==> config.mk <==
export PLATFORM = sky130hd
export DESIGN_NAME = tanh_sigmoid_activation
export DESIGN_NICKNAME = d
export VERILOG_FILES = /design/src/rtl/core/tsa_pkg.sv /design/src/rtl/core/tanh_sigmoid_activation.sv
export SDC_FILE = /design/constraint.sdc
export NUM_CORES = 1
export LEC_CHECK = 0
export BUFFER_PORTS_ARGS = -buffer_cell sky130_fd_sc_hd__buf_2
export CAP_MARGIN = 10
export CORE_MARGIN = 2
export CORE_UTILIZATION = 40
export CTS_BUF_LIST = sky130_fd_sc_hd__clkbuf_8
export CTS_CLUSTER_DIAMETER = 40
export DETAILED_ROUTE_END_ITERATION = 6
export PLACE_DENSITY_LB_ADDON = 0.2
export RECOVER_POWER = 25
export SLEW_MARGIN = 30
export SYNTH_ARGS = -nofsm -noshare
export SYNTH_HDL_FRONTEND = slang
export SYNTH_SLANG_ARGS = --single-unit
==> constraint.sdc <==
create_clock -name clk -period 7.05 [get_ports clk]
set_input_delay 0.3525 -clock clk [delete_from_list [all_inputs] [get_ports clk]]
set_output_delay 0.3525 -clock clk [all_outputs]
set_load 0.05 [all_outputs]
==> src/rtl/core/tsa_pkg.sv <==
// ----------------------------------------------------------------------------
// tsa_pkg
// Shared widths and defaults for the scaled tanh activation pipeline.
// ----------------------------------------------------------------------------
`default_nettype none

package tsa_pkg;

  localparam int X_W = 16;
  localparam int Y_W = 16;
  localparam int DEF_TABLE_SEGMENTS = 64;
  localparam int DEF_INPUT_FRAC_BITS = 12;
  localparam int PIPE_DEPTH = 6;
  localparam logic [Y_W-1:0] Y_HALF = 16'd32768;
  localparam logic [Y_W-1:0] Y_MAX = 16'd65535;

endpackage

`default_nettype wire

==> src/rtl/core/tanh_sigmoid_activation.sv <==
// ----------------------------------------------------------------------------
// tanh_sigmoid_activation
// Scaled tanh activation (tanh(x)+1)/2 and derivative (1-tanh(x)^2)/2,
// piecewise-linear table interpolation, one request per clock.
// ----------------------------------------------------------------------------
// A request (in_cmd, in_x_in) is taken on every clock edge with start high;
// busy is always low. The result appears on out_y_out with out_valid high for
// exactly one cycle, in request order. The six register stages are: magnitude,
// table lookup, slope multiply, interpolation, square, final select/saturate.
// The receiver cannot stall the pipeline.
`default_nettype none

module tanh_sigmoid_activation #(
  parameter int TABLE_SEGMENTS = tsa_pkg::DEF_TABLE_SEGMENTS,
  parameter int INPUT_FRAC_BITS = tsa_pkg::DEF_INPUT_FRAC_BITS
) (
  input  wire logic                  clk,
  input  wire logic                  rst_n,
  input  wire logic                  start,
  output logic                       busy,
  input  wire logic                  in_cmd,
  input  wire logic [tsa_pkg::X_W-1:0] in_x_in,
  output logic                       out_valid,
  output logic [tsa_pkg::Y_W-1:0]    out_y_out
);
  import tsa_pkg::*;

  localparam int KW = $clog2(TABLE_SEGMENTS + 1);
  localparam int ShW = INPUT_FRAC_BITS + 3;
  localparam int PosW = ((X_W > ShW) ? X_W : ShW) + KW;
  localparam int TW = 17;
  localparam int PW = TW + ShW;
  localparam logic [PosW-1:0] Range = PosW'(1) << ShW;
  localparam logic [PW:0] HalfRange = (PW+1)'(1) << (ShW - 1);
  localparam logic [TW-1:0] OneQ16 = 17'h1_0000;

  // long division for the elaboration-time table build
  function automatic logic [63:0] udiv64(input logic [63:0] n, input logic [63:0] d);
    logic [64:0] rem;
    logic [63:0] q;
    rem = '0;
    q = '0;
    for (int b = 63; b >= 0; b--) begin
      rem = {rem[63:0], n[b]};
      if (rem >= {1'b0, d}) begin
        rem = rem - {1'b0, d};
        q[b] = 1'b1;
      end
    end
    return q;
  endfunction

  // exp(-16k/S) in Q0.32, evaluated at elaboration only
  function automatic logic [63:0] exp_neg(input int unsigned k);
    logic [63:0] g;
    logic [63:0] term;
    logic [63:0] sum;
    logic [63:0] u;
    g = udiv64(64'(k) << 31, 64'(TABLE_SEGMENTS));
    term = 64'h1_0000_0000;
    sum = term;
    for (int i = 1; i <= 24; i++) begin
      term = udiv64((term * g) >> 32, 64'(i));
      sum = sum + term;
    end
    u = udiv64(64'hFFFF_FFFF_FFFF_FFFF, sum);
    for (int j = 0; j < 5; j++) begin
      u = (u * u) >> 32;
    end
    return u;
  endfunction

  function automatic logic [TW-1:0] tanh_entry(input int unsigned k);
    logic [63:0] u;
    logic [63:0] num;
    logic [63:0] den;
    u = exp_neg(k);
    num = (64'h1_0000_0000 - u) << 16;
    den = 64'h1_0000_0000 + u;
    return TW'(udiv64(num + (den >> 1), den));
  endfunction

  logic [TW-1:0] rom [TABLE_SEGMENTS+1];

  for (genvar gi = 0; gi <= TABLE_SEGMENTS; gi++) begin : g_rom
    localparam logic [TW-1:0] Entry = tanh_entry(gi);
    assign rom[gi] = Entry;
  end

  assign busy = 1'b0;

  // stage 1: magnitude
  logic            v1_r, cmd1_r, neg1_r;
  logic [X_W-1:0]  mag1_r;
  logic [X_W-1:0]  mag_nxt;

  assign mag_nxt = in_x_in[X_W-1] ? (X_W'(0) - in_x_in) : in_x_in;

  // stage 2: segment lookup
  logic            v2_r, cmd2_r, neg2_r, sat2_r;
  logic [TW-1:0]   lo2_r, hi2_r;
  logic [ShW-1:0]  r2_r;
  logic [PosW-1:0] pos_nxt;
  logic [KW-1:0]   k_nxt;
  logic [KW-1:0]   k_hi_nxt;

  assign pos_nxt = PosW'(mag1_r) * PosW'(TABLE_SEGMENTS);
  assign k_nxt = pos_nxt[ShW +: KW];
  // clamp input lands on the last entry
  assign k_hi_nxt = (k_nxt >= KW'(TABLE_SEGMENTS)) ? k_nxt : (k_nxt + KW'(1));

  // stage 3: slope times remainder
  logic            v3_r, cmd3_r, neg3_r, sat3_r;
  logic [TW-1:0]   lo3_r;
  logic [PW-1:0]   prod3_r;
  logic [TW-1:0]   diff_nxt;

  assign diff_nxt = (hi2_r >= lo2_r) ? (hi2_r - lo2_r) : '0;

  // stage 4: interpolated tanh magnitude
  logic            v4_r, cmd4_r, neg4_r;
  logic [TW-1:0]   th4_r;
  logic [PW:0]     rnd_nxt;
  logic [TW-1:0]   th_nxt;

  assign rnd_nxt = (PW+1)'(prod3_r) + HalfRange;
  assign th_nxt = sat3_r ? OneQ16 : (lo3_r + rnd_nxt[ShW +: TW]);

  // stage 5: square and activation
  logic            v5_r, cmd5_r;
  logic [2*TW-1:0] sq5_r;
  logic [TW-1:0]   act5_r;
  logic [TW:0]     act_sum_nxt;

  assign act_sum_nxt = neg4_r ? ((TW+1)'(OneQ16) - (TW+1)'(th4_r) + (TW+1)'(1))
                              : ((TW+1)'(OneQ16) + (TW+1)'(th4_r) + (TW+1)'(1));

  // stage 6: select and saturate
  logic [2*TW-1:0] dv_nxt;
  logic [TW-1:0]   y_nxt;

  assign dv_nxt = 34'h1_0000_0000 - sq5_r + 34'h1_0000;
  assign y_nxt = cmd5_r ? TW'(dv_nxt >> 17) : act5_r;

  always_ff @(posedge clk) begin
    if (!rst_n) begin
      v1_r <= 1'b0;
      v2_r <= 1'b0;
      v3_r <= 1'b0;
      v4_r <= 1'b0;
      v5_r <= 1'b0;
      out_valid <= 1'b0;
    end else begin
      v1_r <= start;
      v2_r <= v1_r;
      v3_r <= v2_r;
      v4_r <= v3_r;
      v5_r <= v4_r;
      out_valid <= v5_r;
    end
  end

  always_ff @(posedge clk) begin
    cmd1_r <= in_cmd;
    neg1_r <= in_x_in[X_W-1];
    mag1_r <= mag_nxt;

    cmd2_r <= cmd1_r;
    neg2_r <= neg1_r;
    sat2_r <= PosW'(mag1_r) >= Range;
    lo2_r <= rom[k_nxt];
    hi2_r <= rom[k_hi_nxt];
    r2_r <= pos_nxt[ShW-1:0];

    cmd3_r <= cmd2_r;
    neg3_r <= neg2_r;
    sat3_r <= sat2_r;
    lo3_r <= lo2_r;
    prod3_r <= PW'(diff_nxt) * PW'(r2_r);

    cmd4_r <= cmd3_r;
    neg4_r <= neg3_r;
    th4_r <= th_nxt;

    cmd5_r <= cmd4_r;
    sq5_r <= (2*TW)'(th4_r) * (2*TW)'(th4_r);
    act5_r <= act_sum_nxt[TW:1];

    out_y_out <= y_nxt[TW-1] ? Y_MAX : y_nxt[Y_W-1:0];
  end

endmodule

`default_nettype wire

==> results of run 1 <==
## routing by layer
layer	GRT usage	up-vias	routed length [um]
met1	0.247	8407	23700
met4	0.0644	0	1180
li1	-	8301	-
met3	0.0265	67	1970
met5	0	-	0
met2	0.345	358	27000
## final timing paths
check,start,end,slack (ns),depth (start not counted)
min,in_x_in[1],mag1_r[3],0.11,3
max reg2reg,lo2_r[0],prod3_r[25],0.37,27
max,lo2_r[0],prod3_r[25],0.37,27
min reg2reg,sat2_r,sat3_r,0.34,0
## cells by family after synthesis
group | after synthesis | share of synthesized area
compound gates | 396 | 0.113
xor+xnor | 133 | 0.0526
fa+ha+maj | 506 | 0.387
buf+inv | 535 | 0.0910
flops | 194 | 0.175
mux | 25 | 0.0133
other cells | 1 | 0.000169
simple gates | 752 | 0.167
## cells in the final DEF, fill, tap and decap left out, types with 15 or more instances in the layout
cell	count
a211oi_1	18
a21oi_1	110
a31oi_1	18
and2_1	123
and3_1	25
buf_2	33
buf_4	65
clkbuf_8	19
dfxtp_1	189
dlygate4sd3_1	17
fa_1	299
ha_1	206
inv_1	439
mux2i_1	17
nand2_1	246
nand2b_1	20
nand3_1	41
nor2_1	158
nor2b_1	17
nor3_1	33
o21ai_0	92
o21bai_1	15
o31ai_1	17
xnor2_1	92
xor2_1	41
## what timing repair did
action                                 CTS  global route
endpoints found under the hold margin   18             0
setup endpoints to repair                0            15
hold buffers                            17             0
resized for setup                        0            31
buffers inserted                         0             3
## flip-flops by register name (all words and copies together) (netlist names), 9 cells and up
name,flops
prod3_r,18
out_y_out,16
lo3_r,17
act5_r,17
sq5_r,33
lo2_r,17
mag1_r,16
th4_r,17
hi2_r,17
r2_r,9
## layout make-up
class | instances | area share
inverter | 443 | 0.0689
timing repair buffer | 121 | 0.0357
clock buffer | 19 | 0.0108
sequential | 194 | 0.161
clock inverter | 13 | 0.00653
multi-input combinational | 1813 | 0.678
tap | 748 | 0.0388
## worst min-delay path: cells and delay by family
family | cells | cell delay (ns)
XOR/XNOR | 1 | 0.12
AO/OA/AOI/OAI | 1 | 0.08
buffers and inverters | 1 | 0.09
## stage by stage
step / hold WS (ns) / setup WS (ns) / utilization / area (um^2)
after detailed placement: 0.312 / 0.113 / 0.426 / 23400
final: 0.115 / 0.372 / 0.439 / 24100
after CTS: 0.0131 / 0.0740 / 0.437 / 24000
after floorplan: 0.310 / 0.176 / - / 22200
after global routing: 0.108 / -0.0136 / 0.439 / 24100
after global placement: 0.312 / 0.125 / 0.426 / 23400
==> metrics.md, run 1 <==
| Metric | Value |
|---|---|
| Fin nets | slightly above 3000 |
| Hold Crit Class | in -> reg |
| Clock Pin Slew Worst Setup and Hold Paths | around 0.10 ns |
| Commonest cells in the netlist | 439 x inv_1, 299 x fa_1, 246 x nand2_1, 207 x ha_1, 194 x dfxtp_1 |
| Post-synthesis sequential area ratio | 0.175 |
| CP max-delay cell | fa_1 |
| Crit-path leading delay family | adder cells |
| HPWL Detailed | between 40 and 50 mm |
| Syn Nets | 3068 |
| Count leader, synth | inv_1 |
| Dpl cells | 3298 |
| Vias | between 15000 and 20000 |
| Via-per-instance ratio | 5.11 |
| Synth Area per Inst | 8.72 um^2 |
| DRT Pass-1 Iters | 6 |
| Slew headroom | 0.348 |
| Slowest stage delay, CP | between 0.5 and 0.6 ns |
| Yosys reg bits | ~190 |
| TritonCTS buffer count | 17 |
| Yosys top cell by area | fa_1 |
| Outcome | finished clean |
| Max Root-Sink Buffers | 2 |
| Die height | around 240 um |
| Worst-margin pin slew | 0.977 ns |
| CP Capture Type | flop |
| Row count | 86 |
| Die area | 57300 um^2 |
| Final setup vio count | 0 |
| Placer Congestion | 0.855 |
| IO Pins | 38 |
| Layout area overhead | 8.87% |
| Number of global-route vias before repair | 17700 |
| Buffers on Ports | 36 |
| Tcrit/Tclk final | 0.947 |
| H-tree levels | 4 |
| Crit path max fanout | 6 |
| CTS root buffer | clkbuf_8 |
| Clock sinks | ~190 |
| Initial core utilization | 0.403 |
| EDFF count, synth | 0 |
| Area contributors post-synth | fa_1 27%, dfxtp_1 18%, ha_1 12%, inv_1 7.4%, nand2_1 4.2% |
| Initial antenna violation count | 1 |
| Overall routing resource usage | 0.196 |
| Clk_lat worst skew | 0.56 ns |
| Multi-input gate area | 16400 um^2 |
| Max cap viols | 0 |
| Setup TNS | 0 ns |
| Fill count | approximately 5400 |
| Total wire length | 53.8 mm |
| Slew Limit Fails | 0 |
| Largest net degree at the start of global routing | 42 |
| Wire length per cell | between 15 and 20 um |
| Final ANT Viol Nets | 0 |
| Ys flop type | dfxtp_1 |
| Setup Skew | 0.0238 ns |
| Post-synth top area share | 0.270 |
| GRT overflow | 0 |
| Crit path kind | reg -> reg |
| DR iter-0 viols | 813 |
| Async set or reset register ratio after synthesis | 0 |
| Final hold vios | 0 |
| CP bufs+invs | 5 |
| Synth Warn # | 0 |
| # diodes | 0 |
| Core Region | 55000 um^2 |
| Ratio of cells with drive above 1 in the final layout | 0.0715 |
| CTS tree | done |
| Final std cells w/o fill | 3351 |
| Syn Std Cell Area | about 22000 um^2 |
| DRC errors left | 0 |
| First-pass GRT wire length | between 80 and 90 mm |
| Required @ worst endpoint | 7.54 ns |
| Post-synth cell types | 77 |
| Die X-Extent | 239 um |
| Worst EP arrival | 7.16 ns |
| Final min period | around 6.7 ns |
| CP startpoint kind | flop |
| FF+latch area | 3890 um^2 |
| Max Clk Rate | 150 MHz |
| Most used cell, CP | fa_1 |
| Syn Inst Count | 2542 |
Power of run 1 is not shown: default switching activity piles up to over one toggle a cycle in this logic, so the estimate is an artifact.
==> run 2, diff against run 1 <==
--- a/config.mk
+++ b/config.mk
@@ -5,7 +5,8 @@
 export SDC_FILE = /design/constraint.sdc
 export NUM_CORES = 1
 export LEC_CHECK = 0
-export BUFFER_PORTS_ARGS = -buffer_cell sky130_fd_sc_hd__buf_2
+export ABC_AREA = 1
+export BUFFER_PORTS_ARGS = -buffer_cell sky130_fd_sc_hd__clkbuf_2
 export CAP_MARGIN = 10
 export CORE_MARGIN = 2
 export CORE_UTILIZATION = 40
==> constraint.sdc (replaced) <==
create_clock -name clk -period 6.1 [get_ports clk]
set_input_delay 0.305 -clock clk [delete_from_list [all_inputs] [get_ports clk]]
set_output_delay 0.305 -clock clk [all_outputs]
set_load 0.05 [all_outputs]
==> run 2 against run 1 <==
  * Die area increased by 0.96%
  * Final cell count grew 10%
  * Register-to-register slack got worse by 0.04 ns
  * First-iteration DRC count rose by 33%
  * Clock skew rose by 0.011 ns
  * Global-route usage rose by 1.0 points
  * Non-clock buffer count shrank 25
  * Worst setup slack got worse by 0.043 ns
  * Count of clock-buffer cells in the layout shrank 2
  * Fmax grew 16%
  * Sequential share of layout area down 0.069 points
==> metrics.md, run 2 <==
| Metric | Value |
|---|---|
| Clock Pin Slew Worst Setup and Hold Paths | 0.12 ns |
| Core Region | 55200 um^2 |
| Max reg flops | 33 |
| DRT Pass-1 Iters | 5 |
| Area contributors post-synth | fa_1 27%, dfxtp_1 17%, ha_1 12%, inv_1 11%, nand2_1 8.6% |
| CTS tree | done |
| Most frequent cells in the layout | 684 x inv_1, 507 x nand2_1, 298 x fa_1, 255 x nor2_1, 200 x ha_1 |
| Most flop-heavy register | sq5_r |
| Yosys top cell by area | fa_1 |
| Slowest stage delay, CP | 0.53 ns |
| Clock sinks | 194 |
| EDFF count, synth | 0 |
| Max Clk Rate | 173 MHz |
| Buffers on Ports | 36 |
| Layout area overhead | 8.45% |
| Final instance area | around 24000 um^2 |
| Largest regs | sq5_r: 33 flops, prod3_r: 18 flops |
| CP startpoint kind | flop |
| Ratio of cells with drive above 1 in the final layout | 0.0668 |
| Die area | 57900 um^2 |
| Max cap viols | 0 |
| CTS root buffer | clkbuf_8 |
| DP Worst Slack | ~0.096 ns |
| Initial core utilization | 0.405 |
| Setup Skew | between 0.03 and 0.04 ns |
| DR iter-0 viols | 1085 |
| Hold Crit Class | in -> reg |
| Commonest cells in the netlist | 685 x inv_1, 512 x nand2_1, 299 x fa_1, 259 x nor2_1, 207 x ha_1 |
| Initial antenna violation count | 0 |
| Most used cell, CP | inv_1 |
| IO Pins | 38 |
| Post-synth cell types | 58 |
| Vias | 18200 |
| CP max-delay cell | fa_1 |
| Worst EP arrival | 6.19 ns |
| Clk_lat worst skew | 0.53 ns |
| Die height | 241 um |
| Fin nets | 3464 |
| Fill count | approximately 5600 |
| DRC errors left | 0 |
| Worst-margin pin slew | 0.781 ns |
| CP Capture Type | flop |
| Synth Area per Inst | 7.71 um^2 |
| Tcrit/Tclk final | 0.946 |
| TritonCTS buffer count | 17 |
| Total wire length | 56.8 mm |
| Yosys reg bits | 194 |
| Row count | 86 |
| First-pass GRT wire length | 95.2 mm |
| Async set or reset register ratio after synthesis | 0 |
| Post-synthesis sequential area ratio | 0.174 |
| # diodes | 0 |
| Crit-path leading delay family | adder cells |
| Final setup vio count | 0 |
| Syn Std Cell Area | between 20000 and 25000 um^2 |
| CP bufs+invs | 9 |
| Slew Limit Fails | 0 |
| Required @ worst endpoint | 6.52 ns |
| Ys flop type | dfxtp_1 |
| Syn Nets | 3428 |
| Synth Warn # | 0 |
| Final min period | 5.77 ns |
| Wire length per cell | between 15 and 20 um |
| Placed instance area | 23500 um^2 |
| Die X-Extent | around 240 um |
| Max Root-Sink Buffers | 2 |
| H-tree levels | 4 |
| Final ANT Viol Nets | 0 |
| Crit path max fanout | 5 |
| Overall routing resource usage | 0.206 |
| Placer Congestion | approximately 0.91 |
| HPWL Detailed | roughly 48 mm |
| GRT overflow | 0 |
| Final hold vios | 0 |
| Post-synth top area share | 0.267 |
| Final Util | 0.440 |
| Setup ws final | 0.329 ns |
| Commonest non-fill, non-tap cell in the layout | inv_1 |
| Number of global-route vias before repair | 19200 |
| Syn Inst Count | 2902 |
| Slew headroom | 0.479 |
| Count leader, synth | inv_1 |
| Crit path kind | reg -> reg |
| Largest net degree at the start of global routing | 29 |
| Via-per-instance ratio | ~5 |
| Outcome | finished clean |
==> run 2: path summary, 6_finish.rpt <==
| check | start | depth (start not counted) | slack (ns) | endpoint |
|---|---|---|---|---|
| setup / recovery | hi2_r[0] | 32 | 0.33 | prod3_r[31] |
| hold / removal | in_x_in[1] | 3 | 0.05 | mag1_r[1] |
| setup reg to reg | hi2_r[0] | 32 | 0.33 | prod3_r[31] |
| hold reg to reg | cmd1_r | 0 | 0.34 | cmd2_r |
==> run 2: area by class of cell <==
class / count / area [um^2] / share of cell area
Tap cell: 748 / 936 / 0.0386
Inverter: 694 / 2610 / 0.107
Multi-Input combinational cell: 1935 / 15700 / 0.648
Timing Repair Buffer: 96 / 673 / 0.0277
Clock inverter: 15 / 206 / 0.00851
Clock buffer: 17 / 234 / 0.00964
Sequential cell: 194 / 3900 / 0.161
==> run 2: cells by family (layout without fill, tap and decap cells) <==
| family | count (synthesis) | after routing | share of synthesized area |
|---|---|---|---|
| AO/OA/AOI/OAI | 386 | 386 | 0.0980 |
| adder cells (fa/ha/maj) | 506 | 506 | 0.383 |
| flip-flops | 194 | 194 | 0.174 |
| XOR/XNOR | 101 | 101 | 0.0399 |
| AND/OR/NAND/NOR | 941 | 941 | 0.175 |
| other | 1 | 1 | 0.000168 |
| buffers and inverters | 773 | 822 | 0.130 |
==> run 2: routing by layer <==
metal  up-vias  routed length [um]  GRT usage  part of all wire
met5         -                   0          0                 0
met4         0                1360     0.0612             0.024
met3        78                1670     0.0214             0.029
met2       367               29200      0.381              0.51
met1      8781               24600      0.252              0.43
li1       8924                   -          -                 -
==> run 2: stage by stage <==
step / hold slack [ns] / instances / TNS [ns]
global route: 0.0226 / 3699 / -0.208
global placement: 0.310 / 3646 / 0
finish: 0.0537 / 3699 / 0
detailed placement: 0.312 / 3646 / 0
CTS: 0.00217 / 3698 / 0
floorplan: 0.310 / 2902 / 0
==> run 2: worst min-delay path, stage by stage <==
cell and delay [ns]:
clkbuf_2 0.10, inv_1 0.06, o21ai_0 0.07
==> run 2: what timing repair did <==
| action | CTS | global route |
|---|---|---|
| gates resized for setup | 0 | 51 |
| hold endpoints to repair | 23 | 0 |
| setup buffers | 0 | 1 |
| hold buffers | 20 | 0 |
| endpoints found under the setup margin | 0 | 21 |
Power of run 2 is left out for the same reason.
==> run 3, diff against run 2 <==
--- a/config.mk
+++ b/config.mk
@@ -5,7 +5,6 @@
 export SDC_FILE = /design/constraint.sdc
 export NUM_CORES = 1
 export LEC_CHECK = 0
-export ABC_AREA = 1
 export BUFFER_PORTS_ARGS = -buffer_cell sky130_fd_sc_hd__clkbuf_2
 export CAP_MARGIN = 10
 export CORE_MARGIN = 2
@@ -15,6 +14,7 @@
 export DETAILED_ROUTE_END_ITERATION = 6
 export PLACE_DENSITY_LB_ADDON = 0.2
 export RECOVER_POWER = 25
+export REMOVE_ABC_BUFFERS = 1
 export SLEW_MARGIN = 30
 export SYNTH_ARGS = -nofsm -noshare
 export SYNTH_HDL_FRONTEND = slang
==> constraint.sdc (replaced) <==
create_clock -name clk -period 7.3 [get_ports clk]
set_input_delay 0.365 -clock clk [delete_from_list [all_inputs] [get_ports clk]]
set_output_delay 0.365 -clock clk [all_outputs]
set_load 0.05 [all_outputs]
==> run 3 against run 2 <==
  * Count of clock-buffer cells in the layout is 2 higher
  * Global-route usage fell by 0.78 points
  * Via count decreased by 7.0%
  * Die area is 0.95% lower
  * Flip-flop and latch count stayed put
  * Critical path type unchanged
==> metrics.md, run 3 (synthesis results as in run 1) <==
| Metric | Value |
|---|---|
| Hold Path Sink | v1_r |
| Most frequent cells in the layout | 440 x inv_1, 299 x fa_1, 246 x nand2_1, 207 x ha_1, 193 x dfxtp_1 |
| Met3 GRT Util | 0.0269 |
| Final ANT Viol Nets | 0 |
| CTS tree | done |
| Layout area overhead | 7.29% |
| Tcrit/Tclk final | 0.943 |
| Row count | 86 |
| Clock sinks | 194 |
| Crit path max fanout | 9 |
| RSZ-0062 raised after global routing | false |
| Total wire length | 53.7 mm |
| Worst EP arrival | 7.32 ns |
| Hold_sp | start |
| Slew Limit Fails | 0 |
| HPWL Detailed | 43.5 mm |
| Most flop-heavy register | sq5_r |
| Wire length per cell | 16.2 um |
| Slew headroom | 0.387 |
| Final Util | 0.432 |
| Core Region | around 55000 um^2 |
| DRC errors left | 0 |
| Fin nets | between 3000 and 4000 |
| Final min period | 6.88 ns |
| Required @ worst endpoint | 7.74 ns |
| Placer Congestion | 0.866 |
| Outcome | finished clean |
| Largest regs | sq5_r: 33 flops, prod3_r: 18 flops |
| Initial antenna violation count | 0 |
| FF-to-FF Start | lo2_r[5] |
| Hold slack | 0.0510 ns |
| First-pass GRT wire length | 91.3 mm |
| Hold path depth | 2 |
| Die X-Extent | 239 um |
| IO Pins | 38 |
| Setup Skew | 0.0222 ns |
| Hold Crit Class | in -> reg |
| TritonCTS buffer count | 17 |
| Vias | 16900 |
| Overall routing resource usage | 0.198 |
| Grt peak-use layer | met2 |
| Commonest non-fill, non-tap cell in the layout | inv_1 |
| R2R Setup Slk | 0.42 ns |
| Reg-to-reg endpoint | prod3_r[25] |
| GRT overflow | 0 |
| Clk_lat worst skew | 0.52 ns |
| Initial core utilization | 0.403 |
| Max reg flops | 33 |
| Die area | 57300 um^2 |
| Final hold vios | 0 |
| Buffers on Ports | 36 |
| Worst-margin pin slew | 0.918 ns |
| Largest net degree at the start of global routing | between 40 and 50 |
| Crit path kind | reg -> reg |
| Worst R2R Path Depth | 27 |
| H-tree levels | 4 |
| CTS root buffer | clkbuf_8 |
| Max cap viols | 0 |
| Met2 GRT Util | 0.347 |
| Number of global-route vias before repair | 17900 |
| CP startpoint kind | flop |
| Ratio of cells with drive above 1 in the final layout | 0.0607 |
| Met1 Resource Use GR | 0.259 |
| # diodes | 0 |
| DRT Pass-1 Iters | 7 |
| Clock Pin Slew Worst Setup and Hold Paths | about 0.11 ns |
| Max Root-Sink Buffers | 2 |
| Final setup vio count | 0 |
| Die height | around 240 um |
| CP Capture Type | flop |
| Max Clk Rate | roughly 150 MHz |
| Setup TNS | 0 ns |
| DR iter-0 viols | 927 |
| Via-per-instance ratio | between 5 and 6 |
-- run 3: through the flow --
step | setup WS [ns] | instances | cell area (um^2)
6_report | 0.418 | 3317 | 23800
5_1_grt | 0.0140 | 3317 | 23800
4_1_cts | 0.175 | 3316 | 23700
3_5_place_dp | 0.245 | 3281 | 23300
3_3_place_gp | 0.355 | 3281 | 23300
2_1_floorplan | 0.426 | 2450 | 21800
-- run 3: how the worst max path moves through the flow --
stage | from | endpoint | cells past startpoint
6_report | lo2_r[5] | prod3_r[25] | 27
2_1_floorplan | lo2_r[5] | prod3_r[25] | 25
5_1_grt | lo2_r[0] | prod3_r[30] | 29
3_5_place_dp | lo2_r[5] | prod3_r[28] | 27
3_3_place_gp | lo2_r[5] | prod3_r[28] | 27
4_1_cts | lo2_r[5] | prod3_r[31] | 27
-- run 3: worst max-delay path, cell delays in order, from the launching register on --
cell	delay, ns
dfxtp_1	0.35
inv_1	0.05
ha_1	0.33
a211o_1	0.32
a21oi_1	0.18
nor4b_4	0.29
o21ai_0	0.18
a211oi_1	0.25
buf_4	0.21
nor2_1	0.06
buf_4	0.17
and2_1	0.18
fa_1	0.56
fa_1	0.46
fa_1	0.55
inv_1	0.06
fa_1	0.52
inv_1	0.05
ha_1	0.34
a221oi_2	0.30
nand3b_1	0.13
a21oi_1	0.15
nor2_1	0.07
a211oi_2	0.25
nand2_1	0.16
a221o_1	0.34
a21oi_1	0.18
xnor2_1	0.13
-- run 3: timing repair --
action | 4_1_cts | 5_1_grt
hold buffers | 3 | 0
endpoints found under the setup margin | 0 | 9
gates resized for setup | 0 | 11
setup buffers | 0 | 1
hold endpoints to repair | 3 | 0
-- run 3: layout make-up --
type / count / area [um^2]
clock inverter: 13 / 150
clock buffer: 19 / 262
multi-input combinational: 1813 / 16300
inverter: 443 / 1660
sequential: 194 / 3880
tap: 748 / 936
timing repair buffer: 87 / 563
fill: 5462 / 31200
-- run 3: per-layer routing --
layer,vias to the layer above,wire length [um]
met1,8189,24600
met5,-,0
met3,66,1930
li1,8245,-
met4,0,876
met2,381,26300
Power of run 3 is left out for the same reason.
